==> config.mk <==
export PLATFORM = sky130hd
export DESIGN_NAME = cnp_ctrl
export DESIGN_NICKNAME = d
export VERILOG_FILES = /design/src/hdl/cnp_pkg.sv /design/src/hdl/cnp_ctrl.sv
export VERILOG_INCLUDE_DIRS = /design/src /design/src/hdl
export SDC_FILE = /design/constraint.sdc
export NUM_CORES = 1
export LEC_CHECK = 0
export ABC_AREA = 1
export BUFFER_PORTS_ARGS = -buffer_cell sky130_fd_sc_hd__buf_4
export CAP_MARGIN = 20
export CORE_MARGIN = 2
export CORE_UTILIZATION = 35
export CTS_CLUSTER_SIZE = 10
export DETAILED_ROUTE_END_ITERATION = 10
export SYNTH_ARGS = -nofsm -noshare
export SYNTH_HDL_FRONTEND = slang
export SYNTH_SLANG_ARGS = --single-unit
export TNS_END_PERCENT = 100
==> constraint.sdc <==
create_clock -name clk -period 2 [get_ports clk]
set_clock_uncertainty 0.15 [all_clocks]
set_input_delay 0.4 -clock clk [delete_from_list [all_inputs] [get_ports clk]]
set_output_delay 0.4 -clock clk [all_outputs]
set_load 0.02 [all_outputs]
==> src/hdl/cosine_nearest_profile_core_defines.svh <==
// Assertion macros shared by the cosine nearest profile core.
// Each macro expects signals named clk and arst_n in the using module.
`ifndef COSINE_NEAREST_PROFILE_CORE_DEFINES_SVH
`define COSINE_NEAREST_PROFILE_CORE_DEFINES_SVH
`ifndef NO_ASSERTIONS
`define CNP_ASSERT_IMP(lbl, ante, cons, msg) \
	lbl: assert property (@(posedge clk) disable iff (!arst_n) (ante) |-> (cons)) \
		else $error(msg);
`define CNP_ASSERT_NXT(lbl, ante, cons, msg) \
	lbl: assert property (@(posedge clk) disable iff (!arst_n) (ante) |=> (cons)) \
		else $error(msg);
`else
`define CNP_ASSERT_IMP(lbl, ante, cons, msg)
`define CNP_ASSERT_NXT(lbl, ante, cons, msg)
`endif
`endif

==> src/hdl/cnp_pkg.sv <==
// ---------------------------------------------------------------------------
// cnp_pkg
// Types and constants shared by the controller and datapath of the
// cosine nearest profile core.
// ---------------------------------------------------------------------------
`timescale 1ns / 1ps
`default_nettype none
package cnp_pkg;

	localparam int NFACT = 5;

	localparam logic [1:0] FUNC_ANSWER  = 2'd0;
	localparam logic [1:0] FUNC_PROFILE = 2'd1;
	localparam logic [1:0] FUNC_FINISH  = 2'd2;

	localparam logic [1:0] STAT_MATCH = 2'd0;
	localparam logic [1:0] STAT_ZERO  = 2'd1;
	localparam logic [1:0] STAT_NONE  = 2'd2;

	localparam logic [1:0] MAC_DOT = 2'd0;
	localparam logic [1:0] MAC_UU  = 2'd1;
	localparam logic [1:0] MAC_PP  = 2'd2;

	localparam logic [2:0] IDX_LAST  = 3'd4;
	localparam logic [4:0] ROOT_LAST = 5'd31;
	localparam logic [4:0] DIV_LAST  = 5'd16;

	// Scaled vectors have their largest magnitude in [2^13, 2^14).
	localparam int SCL_TOP = 13;

	typedef struct packed {
		logic       answer;
		logic       prof_load;
		logic       finish;
		logic       scl_load_user;
		logic       scl_load_prof;
		logic       scl_step;
		logic       store_user;
		logic       store_prof;
		logic       zero_sim;
		logic       mac_step;
		logic [1:0] mac_op;
		logic [2:0] mac_idx;
		logic       root_init;
		logic       root_step;
		logic       div_init;
		logic       div_step;
		logic       update;
	} cnp_cmd_t;

	typedef struct packed {
		logic scl_zero;
		logic scl_fit;
	} cnp_sts_t;

endpackage
`default_nettype wire

==> src/hdl/cnp_ctrl.sv <==
// ---------------------------------------------------------------------------
// cnp_ctrl
// Sequencer for the cosine nearest profile core: input and output handshake
// and the step order of scaling, products, square root and division.
// ---------------------------------------------------------------------------
`timescale 1ns / 1ps
`default_nettype none
`include "cosine_nearest_profile_core_defines.svh"
module cnp_ctrl (
	input  wire logic             clk,
	input  wire logic             arst_n,
	input  wire logic             in_valid,
	output logic                  in_stall,
	input  wire logic [1:0]       func,
	output logic                  out_valid,
	input  wire logic             out_stall,
	input  wire cnp_pkg::cnp_sts_t sts,
	output cnp_pkg::cnp_cmd_t     cmd
);
	import cnp_pkg::*;

	localparam logic [3:0] S_IDLE  = 4'd0;
	localparam logic [3:0] S_SCL_U = 4'd1;
	localparam logic [3:0] S_SCL_P = 4'd2;
	localparam logic [3:0] S_MAC   = 4'd3;
	localparam logic [3:0] S_DRAIN = 4'd4;
	localparam logic [3:0] S_RMUL  = 4'd5;
	localparam logic [3:0] S_ROOT  = 4'd6;
	localparam logic [3:0] S_DINIT = 4'd7;
	localparam logic [3:0] S_DIV   = 4'd8;
	localparam logic [3:0] S_UPD   = 4'd9;

	logic [3:0] state_q, state_d;
	logic [4:0] cnt_q, cnt_d;
	logic [1:0] op_q, op_d;
	logic [2:0] idx_q, idx_d;
	logic       out_valid_q;
	logic       in_acc;

	assign in_stall  = (state_q != S_IDLE) || (out_valid_q && func == FUNC_FINISH);
	assign in_acc    = in_valid && !in_stall;
	assign out_valid = out_valid_q;

	always_comb begin
		cmd     = '0;
		state_d = state_q;
		cnt_d   = cnt_q;
		op_d    = op_q;
		idx_d   = idx_q;
		cmd.mac_op  = op_q;
		cmd.mac_idx = idx_q;
		case (state_q)
			S_IDLE: begin
				if (in_acc) begin
					case (func)
						FUNC_ANSWER: cmd.answer = 1'b1;
						FUNC_PROFILE: begin
							cmd.prof_load     = 1'b1;
							cmd.scl_load_user = 1'b1;
							state_d           = S_SCL_U;
						end
						FUNC_FINISH: cmd.finish = 1'b1;
						default: ;
					endcase
				end
			end
			S_SCL_U: begin
				if (sts.scl_zero) begin
					cmd.zero_sim = 1'b1;
					state_d      = S_UPD;
				end else if (sts.scl_fit) begin
					cmd.store_user    = 1'b1;
					cmd.scl_load_prof = 1'b1;
					state_d           = S_SCL_P;
				end else begin
					cmd.scl_step = 1'b1;
				end
			end
			S_SCL_P: begin
				if (sts.scl_zero) begin
					cmd.zero_sim = 1'b1;
					state_d      = S_UPD;
				end else if (sts.scl_fit) begin
					cmd.store_prof = 1'b1;
					op_d           = MAC_DOT;
					idx_d          = '0;
					state_d        = S_MAC;
				end else begin
					cmd.scl_step = 1'b1;
				end
			end
			S_MAC: begin
				cmd.mac_step = 1'b1;
				if (idx_q == IDX_LAST) begin
					idx_d = '0;
					op_d  = op_q + 2'd1;
					if (op_q == MAC_PP) state_d = S_DRAIN;
				end else begin
					idx_d = idx_q + 3'd1;
				end
			end
			S_DRAIN: state_d = S_RMUL;
			S_RMUL: begin
				cmd.root_init = 1'b1;
				cnt_d         = '0;
				state_d       = S_ROOT;
			end
			S_ROOT: begin
				cmd.root_step = 1'b1;
				cnt_d         = cnt_q + 5'd1;
				if (cnt_q == ROOT_LAST) state_d = S_DINIT;
			end
			S_DINIT: begin
				cmd.div_init = 1'b1;
				cnt_d        = '0;
				state_d      = S_DIV;
			end
			S_DIV: begin
				cmd.div_step = 1'b1;
				cnt_d        = cnt_q + 5'd1;
				if (cnt_q == DIV_LAST) state_d = S_UPD;
			end
			S_UPD: begin
				cmd.update = 1'b1;
				state_d    = S_IDLE;
			end
			default: state_d = S_IDLE;
		endcase
	end

	always_ff @(posedge clk or negedge arst_n) begin
		if (!arst_n) begin
			state_q     <= S_IDLE;
			cnt_q       <= '0;
			op_q        <= MAC_DOT;
			idx_q       <= '0;
			out_valid_q <= 1'b0;
		end else begin
			state_q <= state_d;
			cnt_q   <= cnt_d;
			op_q    <= op_d;
			idx_q   <= idx_d;
			if (cmd.finish) out_valid_q <= 1'b1;
			else if (!out_stall) out_valid_q <= 1'b0;
		end
	end

	`CNP_ASSERT_NXT(a_prof_starts, in_acc && func == FUNC_PROFILE, state_q == S_SCL_U, "profile transaction did not start scaling")
	`CNP_ASSERT_IMP(a_out_from_finish, $rose(out_valid_q), $past(in_acc && func == FUNC_FINISH), "result raised without a finish transaction")
	`CNP_ASSERT_IMP(a_div_bound, state_q == S_DIV, cnt_q <= DIV_LAST, "division step count overran")

endmodule
`default_nettype wire

# Yosys cells after proc, flatten, opt, wreduce, memory -nomap -nowiden
# Cells that the tools add are included.
[word_totals] regBits=15 inputBits=8 out_inout_bits=22 word_cells=93
[classes] addsub=3 n_eq_ne=26 muxes=44 reduce_logical=15
[ops] cell="$mux 4" count=12
[ops] cell="$pmux 4 s9" count=1
[ops] cell="$mux 1" count=20
[ops] cell="$eq 4x3->1 const B" count=4
[ops] cell="$ne 2x2->1 const B" count=7
[ops] cell="$mux 3" count=4
[ops] cell="$eq 5x5->1 const B" count=2
[ops] cell="$pmux 5 s2" count=1
[ops] cell="$eq 4x2->1 const B" count=2
[ops] cell="$eq 4x4->1 const B" count=2
[ops] cell="$reduce_and 8->1" count=1
[ops] cell="$mux 2" count=3
[ops] cell="$ne 3x3->1 const B" count=2
[ops] cell="$pmux 3 s2" count=1
[ops] cell="$reduce_or 2->1" count=3
[ops] cell="$add 5x1->5 const B" count=1
[ops] cell="$eq 2x2->1 const B" count=2
[ops] cell="$eq 4x1->1 const B" count=1
[ops] cell="$logic_not 4->1" count=1
[ops] cell="$ne 2x1->1 const B" count=2
[ops] cell="$pmux 2 s2" count=1
[ops] cell="$reduce_and 4->1" count=1
[ops] cell="$reduce_bool 2->1" count=2
[ops] cell="$reduce_bool 4->1" count=1
[ops] cell="other kinds (10)" count=11

# Longest topological paths before layout
# Gate-level depths: netlist (run 1).
[depth] ltp_word=8 depth_mapped=11 depth_no_buf=11

# Worst setup path before layout (run 1)
# OpenSTA, ideal clock, no wires.
[synth_path] kind="register to output" startpoint="register state_q[3]" endpoint="output port cmd[18] in the netlist's numbering" arrival_time_ns=1.692 required_ns=1.450 slack_ns=-0.242 stages_incl_launch_ff=7 n_path_buf=1 path_cell_list="dfrtp_1 > nor2_4 > nand2_1 > inv_1 > nand3_1 > nor3_1 > buf_4"
[synth_rtl] element="start, declared" line="cnp_ctrl.sv:33" source="logic [3:0] state_q, state_d;"
[synth_rtl] element="start signal, assigned" line="cnp_ctrl.sv:139" source="state_q <= state_d;"
[synth_rtl] element="end, declared" line="cnp_ctrl.sv:18" source="output cnp_pkg::cnp_cmd_t cmd"

==> results_dict.tcl, run 1 <==
set metrics [dict create \
    status "finished, final reports clean" \
    worst_slack_ns 0.00341 \
    cts_inserted_buffers 3 \
    synth_flop_cell "dfrtp_1" \
    yosysTopAreaCellShare_pct 34.6 \
    crit_path_top_delay_cell "dfrtp_2" \
    final_nets 219 \
    synth.distinct_cells 23 \
    preCtsSetupSlack_ns 0.0515 \
    maxCapViolations 0 \
    synth_nets 172 \
    final_core_util_pct 53.1 \
    critPathCaptureType "output port" \
    critPathMostFrequentCell "nand2_2" \
    coreArea_um2 3000 \
    vias 1156 \
    firstDrtPassIters 5 \
    cts.clk_slew.worst_paths_ns 0.10 \
    synthTopCellsByArea "dfrtp_1, nand2_1, nand3_1" \
    path_cells "buf_6 -> nor2_4 -> nand2_2 -> nand2_2 -> nand2_2 -> inv_2 -> buf_6" \
    track_usage_pct 17.0 \
    hold_path.class "in2reg" \
    period_share_pct 99.8 \
    dp.cells 219 \
    yosysMostFrequentCell "nand2_1" \
    maxSlewViolCount 0 \
    final-seq-area_um2 379 \
    syn_inst 158 \
    ys_ff_latch 15 \
    worstPathArrival_ns 1.45 \
    drc 0 \
    port_buffers 29 \
    crit_required_ns 1.45 \
    setup_violations 0 \
    placed_area_um2 1350 \
    hold_violations 0 \
    grt_max_degree 16 \
    io_pins 30 \
    diodes 0 \
    synth_area_um2 1080 \
    cts_tree "done" \
    wl_per_cell_um 11.8 \
    antenna_found_initial 0 \
    tightest_slew_ns 0.217 \
    dp_hpwl_mm 2.10 \
    leakage_nw 0.868 \
    avgSynthCellArea_um2 6.86 \
    root_buffer "clkbuf_4" \
    initial_utilization_pct 36.1 \
    crit_fanout 4 \
    postRouteAntennaNets 0 \
    insertion_delay_ns 0.30 \
    die-area_um2 3560 \
    relSlewSlack_pct 85.5 \
    grt-ovfl-total 0 \
    cts_sinks 15 \
    fmax_mhz 501 \
    stdcell_count 237 \
    power.total_w 0.00201 \
    crit_type "reg2out" \
    wl_mm 2.80 \
    multiInputGateArea_um2 688 \
    power.density_nw_per_um2 1260 \
    drt_iter0_markers 33 \
    avgViaCountPerCell 4.88 \
    synth_edf_count 0 \
    rsz0062_at_grt "yes" \
    clock_path_buffers 2 \
    area_growth_pct 47.2 \
    cp-start-kind "register" \
    rows 20 \
    yosysTopAreaCell "dfrtp_1" \
    fillers 307 \
    ir_worst_vdd_mv 0.680 \
    layout-drive-gt1-share_pct 41.2 \
    die_y_um 59.6 \
    grt_first_pass_wirelength_mm 4.57 \
    slowest_delay_ns 0.45 \
    gp_congestion 0.837 \
    synthArstFlopShare_pct 100 \
    yosys_warnings 0 \
    die_w_um 59.6 \
    ys_seq_area_share_pct 34.6 \
    fin_area_um2 1600 \
    synthTopCellsByCount "nand2_1, inv_1, nand3_1" \
    layout_min_cycle_time_ns 2.00 \
    cts.htree.levels 1 \
    grt_pass1_vias 1040 \
]
## repair_timing
item	4_1_cts	5_1_grt
setup buffers	8	5
hold buffers	1	0
endpoints found under the hold margin	15	0
setup endpoints to repair	10	13
pin swaps	4	7
gates resized for setup	21	10
## final timing paths
check	start	to	slack, ns	depth (start not counted)
worst min-delay path	out_stall	out_valid	0.16	3
worst max register to register	state_q[0]	cnt_q[3]	0.27	9
worst min register to register	op_q[0]	op_q[0]	0.37	2
min in group asynchronous	arst_n	idx_q[0]	0.33	2
max in group asynchronous	arst_n	state_q[3]	1.16	2
worst max-delay path	state_q[0]	cmd[11]	0.003	7
## state kept, by name, indices dropped and copies added, names as in the netlist
register,cells
cnt_q,5
op_q,2
out_valid,1
idx_q,3
state_q,4
## cell usage in the layout, fill, tap and decap left out
master and instances:
ha_1 6, o31ai_1 1, nand3b_1 1, nand3_1 18, buf_4 36, inv_2 9, clkbuf_4 3, a22oi_1 1
nand3_4 1, o21ai_4 1, nor2_2 7, o21ai_0 5, nand4_1 1, nand2_2 5, o21ai_1 4, dlygate4sd3_1 1
clkbuf_1 1, or2_2 1, dfrtp_1 12, a21oi_1 1, nor2_4 6, nor3_4 1, nor4_4 1, nor2_1 13
xor2_1 1, nand2_1 36, dfrtp_2 3, nand2_4 1, inv_1 18, nor3_2 2, buf_6 7
## power breakdown
part / switching (W) / internal, W
sequential: 0.000102 / 0.000409
combinational: 0.000773 / 0.000540
clock: 0.000108 / 0.0000777
## area by class of cell
class	instances	area share, %
inverter	27	6.35
clock buffer	4	1.65
sequential	15	23.8
multi-input combinational	114	43.1
timing repair buffer	44	22.5
tap	33	2.59
## worst max-delay path, delay by kind of cell (launching register included)
kind,cells,cell delay [ns]
DFF,1,0.45
and+or+nand+nor,4,0.40
buffers and inverters,3,0.29
## layer usage
layer / share of wire, % / wire, µm / vias up / global-route usage, %
li1: - / - / 590 / -
met1: 45 / 1260 / 533 / 22.8
met2: 50 / 1400 / 29 / 27.2
met3: 4.4 / 124 / 4 / 5.02
met4: 0.68 / 19 / 0 / 3.49
met5: 0 / 0 / - / 0
## cells by family after synthesis
family | after synthesis | share of synthesized area, %
compound gates | 13 | 6.81
xor+xnor | 1 | 0.808
fa+ha+maj | 6 | 6.93
buf+inv | 29 | 10.7
flops | 15 | 34.6
simple gates | 94 | 40.1
## through the flow
stage,TNS (ns),hold WS [ns]
floorplan,-0.0517,-0.0456
global placement,0,0.124
detailed placement,0,0.121
CTS,-0.0426,0.159
global route,-0.553,0.176
finish,0,0.160
(Power assumes the default switching activity.)
==> run 2: changes to the inputs <==
--- a/config.mk
+++ b/config.mk
@@ -6,7 +6,6 @@
 export SDC_FILE = /design/constraint.sdc
 export NUM_CORES = 1
 export LEC_CHECK = 0
-export ABC_AREA = 1
 export BUFFER_PORTS_ARGS = -buffer_cell sky130_fd_sc_hd__buf_4
 export CAP_MARGIN = 20
 export CORE_MARGIN = 2
==> run 2 against run 1 <==
Compared with the run above:
- the run now ends with setup timing left
- total power rose by 39%
- via count rose by 12%
- critical path type unchanged
- combinational power rose by 56%
- cell count rose by 0.84%
- largest power group unchanged
- maximum frequency fell by 7.3%
- register-to-register slack got worse by 0.14 ns
- utilization rose by 3.5 points
- critical path depth fell by 3
- sequential power rose by 12%
==> results_dict.tcl, run 2 <==
set metrics [dict create \
    final_cell_mix "buf_4, buf_6, dfrtp_1, nand2_1, o22ai_1" \
    worst_slack_ns -0.154 \
    setup_tns_ns -1.22 \
    yosysMostFrequentCell "dfrtp_1" \
    yosys_warnings 0 \
    cts_sinks 15 \
    postRouteAntennaNets 0 \
    relSlewSlack_pct 72.1 \
    cts_tree "done" \
    final_nets 208 \
    final_core_util_pct 56.6 \
    io_pins 30 \
    area_growth_pct 55.0 \
    grt_first_pass_wirelength_mm 5.98 \
    top_usage_layer "met2" \
    period_share_pct 108 \
    critPathCaptureType "output port" \
    synthTopCellsByArea "dfrtp_1, ha_1, nand2_1" \
    grt_max_degree 18 \
    synth_nets 157 \
    placed_area_um2 1490 \
    grt_use_met2_pct 32.6 \
    drc 0 \
    grt_use_met3_pct 3.24 \
    ys_ff_latch 15 \
    cp-start-kind "register" \
    cts_inserted_buffers 3 \
    cts.htree.levels 1 \
    gp_congestion 0.830 \
    fin_area_um2 1890 \
    switching_share_pct 46.8 \
    maxSlewViolCount 0 \
    grt-ovfl-total 0 \
    stdcell_count 239 \
    clkPwrFrac_pct 6.5 \
    diodes 0 \
    synth_area_um2 1220 \
    p_comb_share_pct 73.1 \
    intPower_w 0.00149 \
    hold_path.class "in2reg" \
    layout_commonest_cell "buf_4" \
    yosysTopAreaCell "dfrtp_1" \
    drt_iter0_markers 49 \
    wl_mm 3.57 \
    firstDrtPassIters 4 \
    ir_worst_vdd_mv 0.587 \
    wl_per_cell_um 14.9 \
    layout-drive-gt1-share_pct 49.7 \
    port_buffers 29 \
    tightest_slew_ns 0.417 \
    layout_min_cycle_time_ns 2.15 \
    seqPwrFrac_pct 20.5 \
    grt_pass1_vias 1306 \
    avgViaCountPerCell 5.41 \
    power.density_nw_per_um2 1480 \
    crit_type "reg2out" \
    yosysTopAreaCellShare_pct 30.8 \
    status "finished with violations" \
    switchingPower_w 0.00131 \
    fillers 312 \
    leakage_nw 0.857 \
    synth_flop_cell "dfrtp_1" \
    root_buffer "clkbuf_4" \
    vias 1292 \
    synthTopCellsByCount "dfrtp_1, nand2_1, nor2_1" \
    synthArstFlopShare_pct 100 \
    syn_inst 143 \
    die-area_um2 3970 \
    use_met1_pct 23.4 \
    coreArea_um2 3340 \
    rows 21 \
    antenna_found_initial 0 \
    synth_edf_count 0 \
    insertion_delay_ns 0.29 \
    dp_hpwl_mm 2.29 \
    reg.largest.list "cnt_q (5), state_q (4), idx_q (3)" \
    crit_required_ns 1.45 \
    setup_violations 15 \
    clock_path_buffers 2 \
    cts.clk_slew.worst_paths_ns 0.09 \
    fmax_mhz 464 \
    violations "setup timing" \
    synth.distinct_cells 50 \
    ys_seq_area_share_pct 30.8 \
    dp.cells 216 \
    largest_reg_flops 5 \
    worstPathArrival_ns 1.60 \
    avgSynthCellArea_um2 8.52 \
    die_y_um 63.0 \
    initial_utilization_pct 36.5 \
    track_usage_pct 18.8 \
    hold_violations 0 \
    hold_ws_ns 0.168 \
    rsz0062_at_grt "yes" \
    maxCapViolations 0 \
    crit_fanout 2 \
    die_w_um 63.0 \
    regMostFlops "cnt_q" \
]
## run 2: power groups by stage
stage                     Sequential (W)  Combinational, W  Clock [W]
after floorplan                 0.000577           0.00103          0
after global placement          0.000548           0.00148          0
after detailed placement        0.000553           0.00151          0
after CTS                       0.000559           0.00189   0.000183
after global routing            0.000593           0.00222   0.000198
final                           0.000573           0.00205   0.000181
## run 2: kinds of logic after synthesis
family,synth area share (%)
mux,2.67
flops,30.8
simple gates,26.4
buf+inv,9.65
compound gates,22.9
fa+ha+maj,6.16
xor+xnor,1.44
## run 2: layer usage
metal	routed length [µm]	vias to the layer above
met5	0	-
met4	55	0
met3	139	6
met2	1760	41
met1	1610	622
li1	-	623
## run 2: layout make-up
cell class / instances / area, µm² / area share [%]
clock buffers: 4 / 26.3 / 1.39
flip-flops and latches: 15 / 379 / 20.1
well taps: 46 / 57.6 / 3.05
multi-input cells: 106 / 863 / 45.7
inverters: 9 / 41.3 / 2.19
repair buffers: 59 / 522 / 27.6
## run 2: critical path: stages, from the launching register on
cell and delay (ns):
dfrtp_2 0.44, nor4_4 0.28, nand2_1 0.12, nor4b_2 0.28, buf_4 0.20
## run 2: stage by stage
| stage | power, W | worst slack, ns |
|---|---|---|
| after global placement | 0.00203 | 0.104 |
| after CTS | 0.00263 | -0.182 |
| after global routing | 0.00301 | -0.235 |
| after detailed placement | 0.00207 | 0.0701 |
| final | 0.00280 | -0.154 |
| after floorplan | 0.00161 | 0.0158 |
## run 2: final timing paths
path                       startpoint         end  slack, ns  cells past startpoint
max                        state_q[3]     cmd[17]      -0.15                      4
min                         out_stall   out_valid       0.17                      2
max reg2reg                state_q[3]  state_q[0]       0.13                      7
min reg2reg                   op_q[0]     op_q[0]       0.36                      1
max in group asynchronous      arst_n  state_q[1]       1.16                      2
min in group asynchronous      arst_n    idx_q[2]       0.34                      2
## run 2: repair_timing
action	in CTS	in global routing
cloned	0	0
hold endpoints to repair	15	0
hold buffers	1	0
pin swaps	6	12
setup buffers	16	4
resized for setup	37	23
endpoints found under the setup margin	14	19
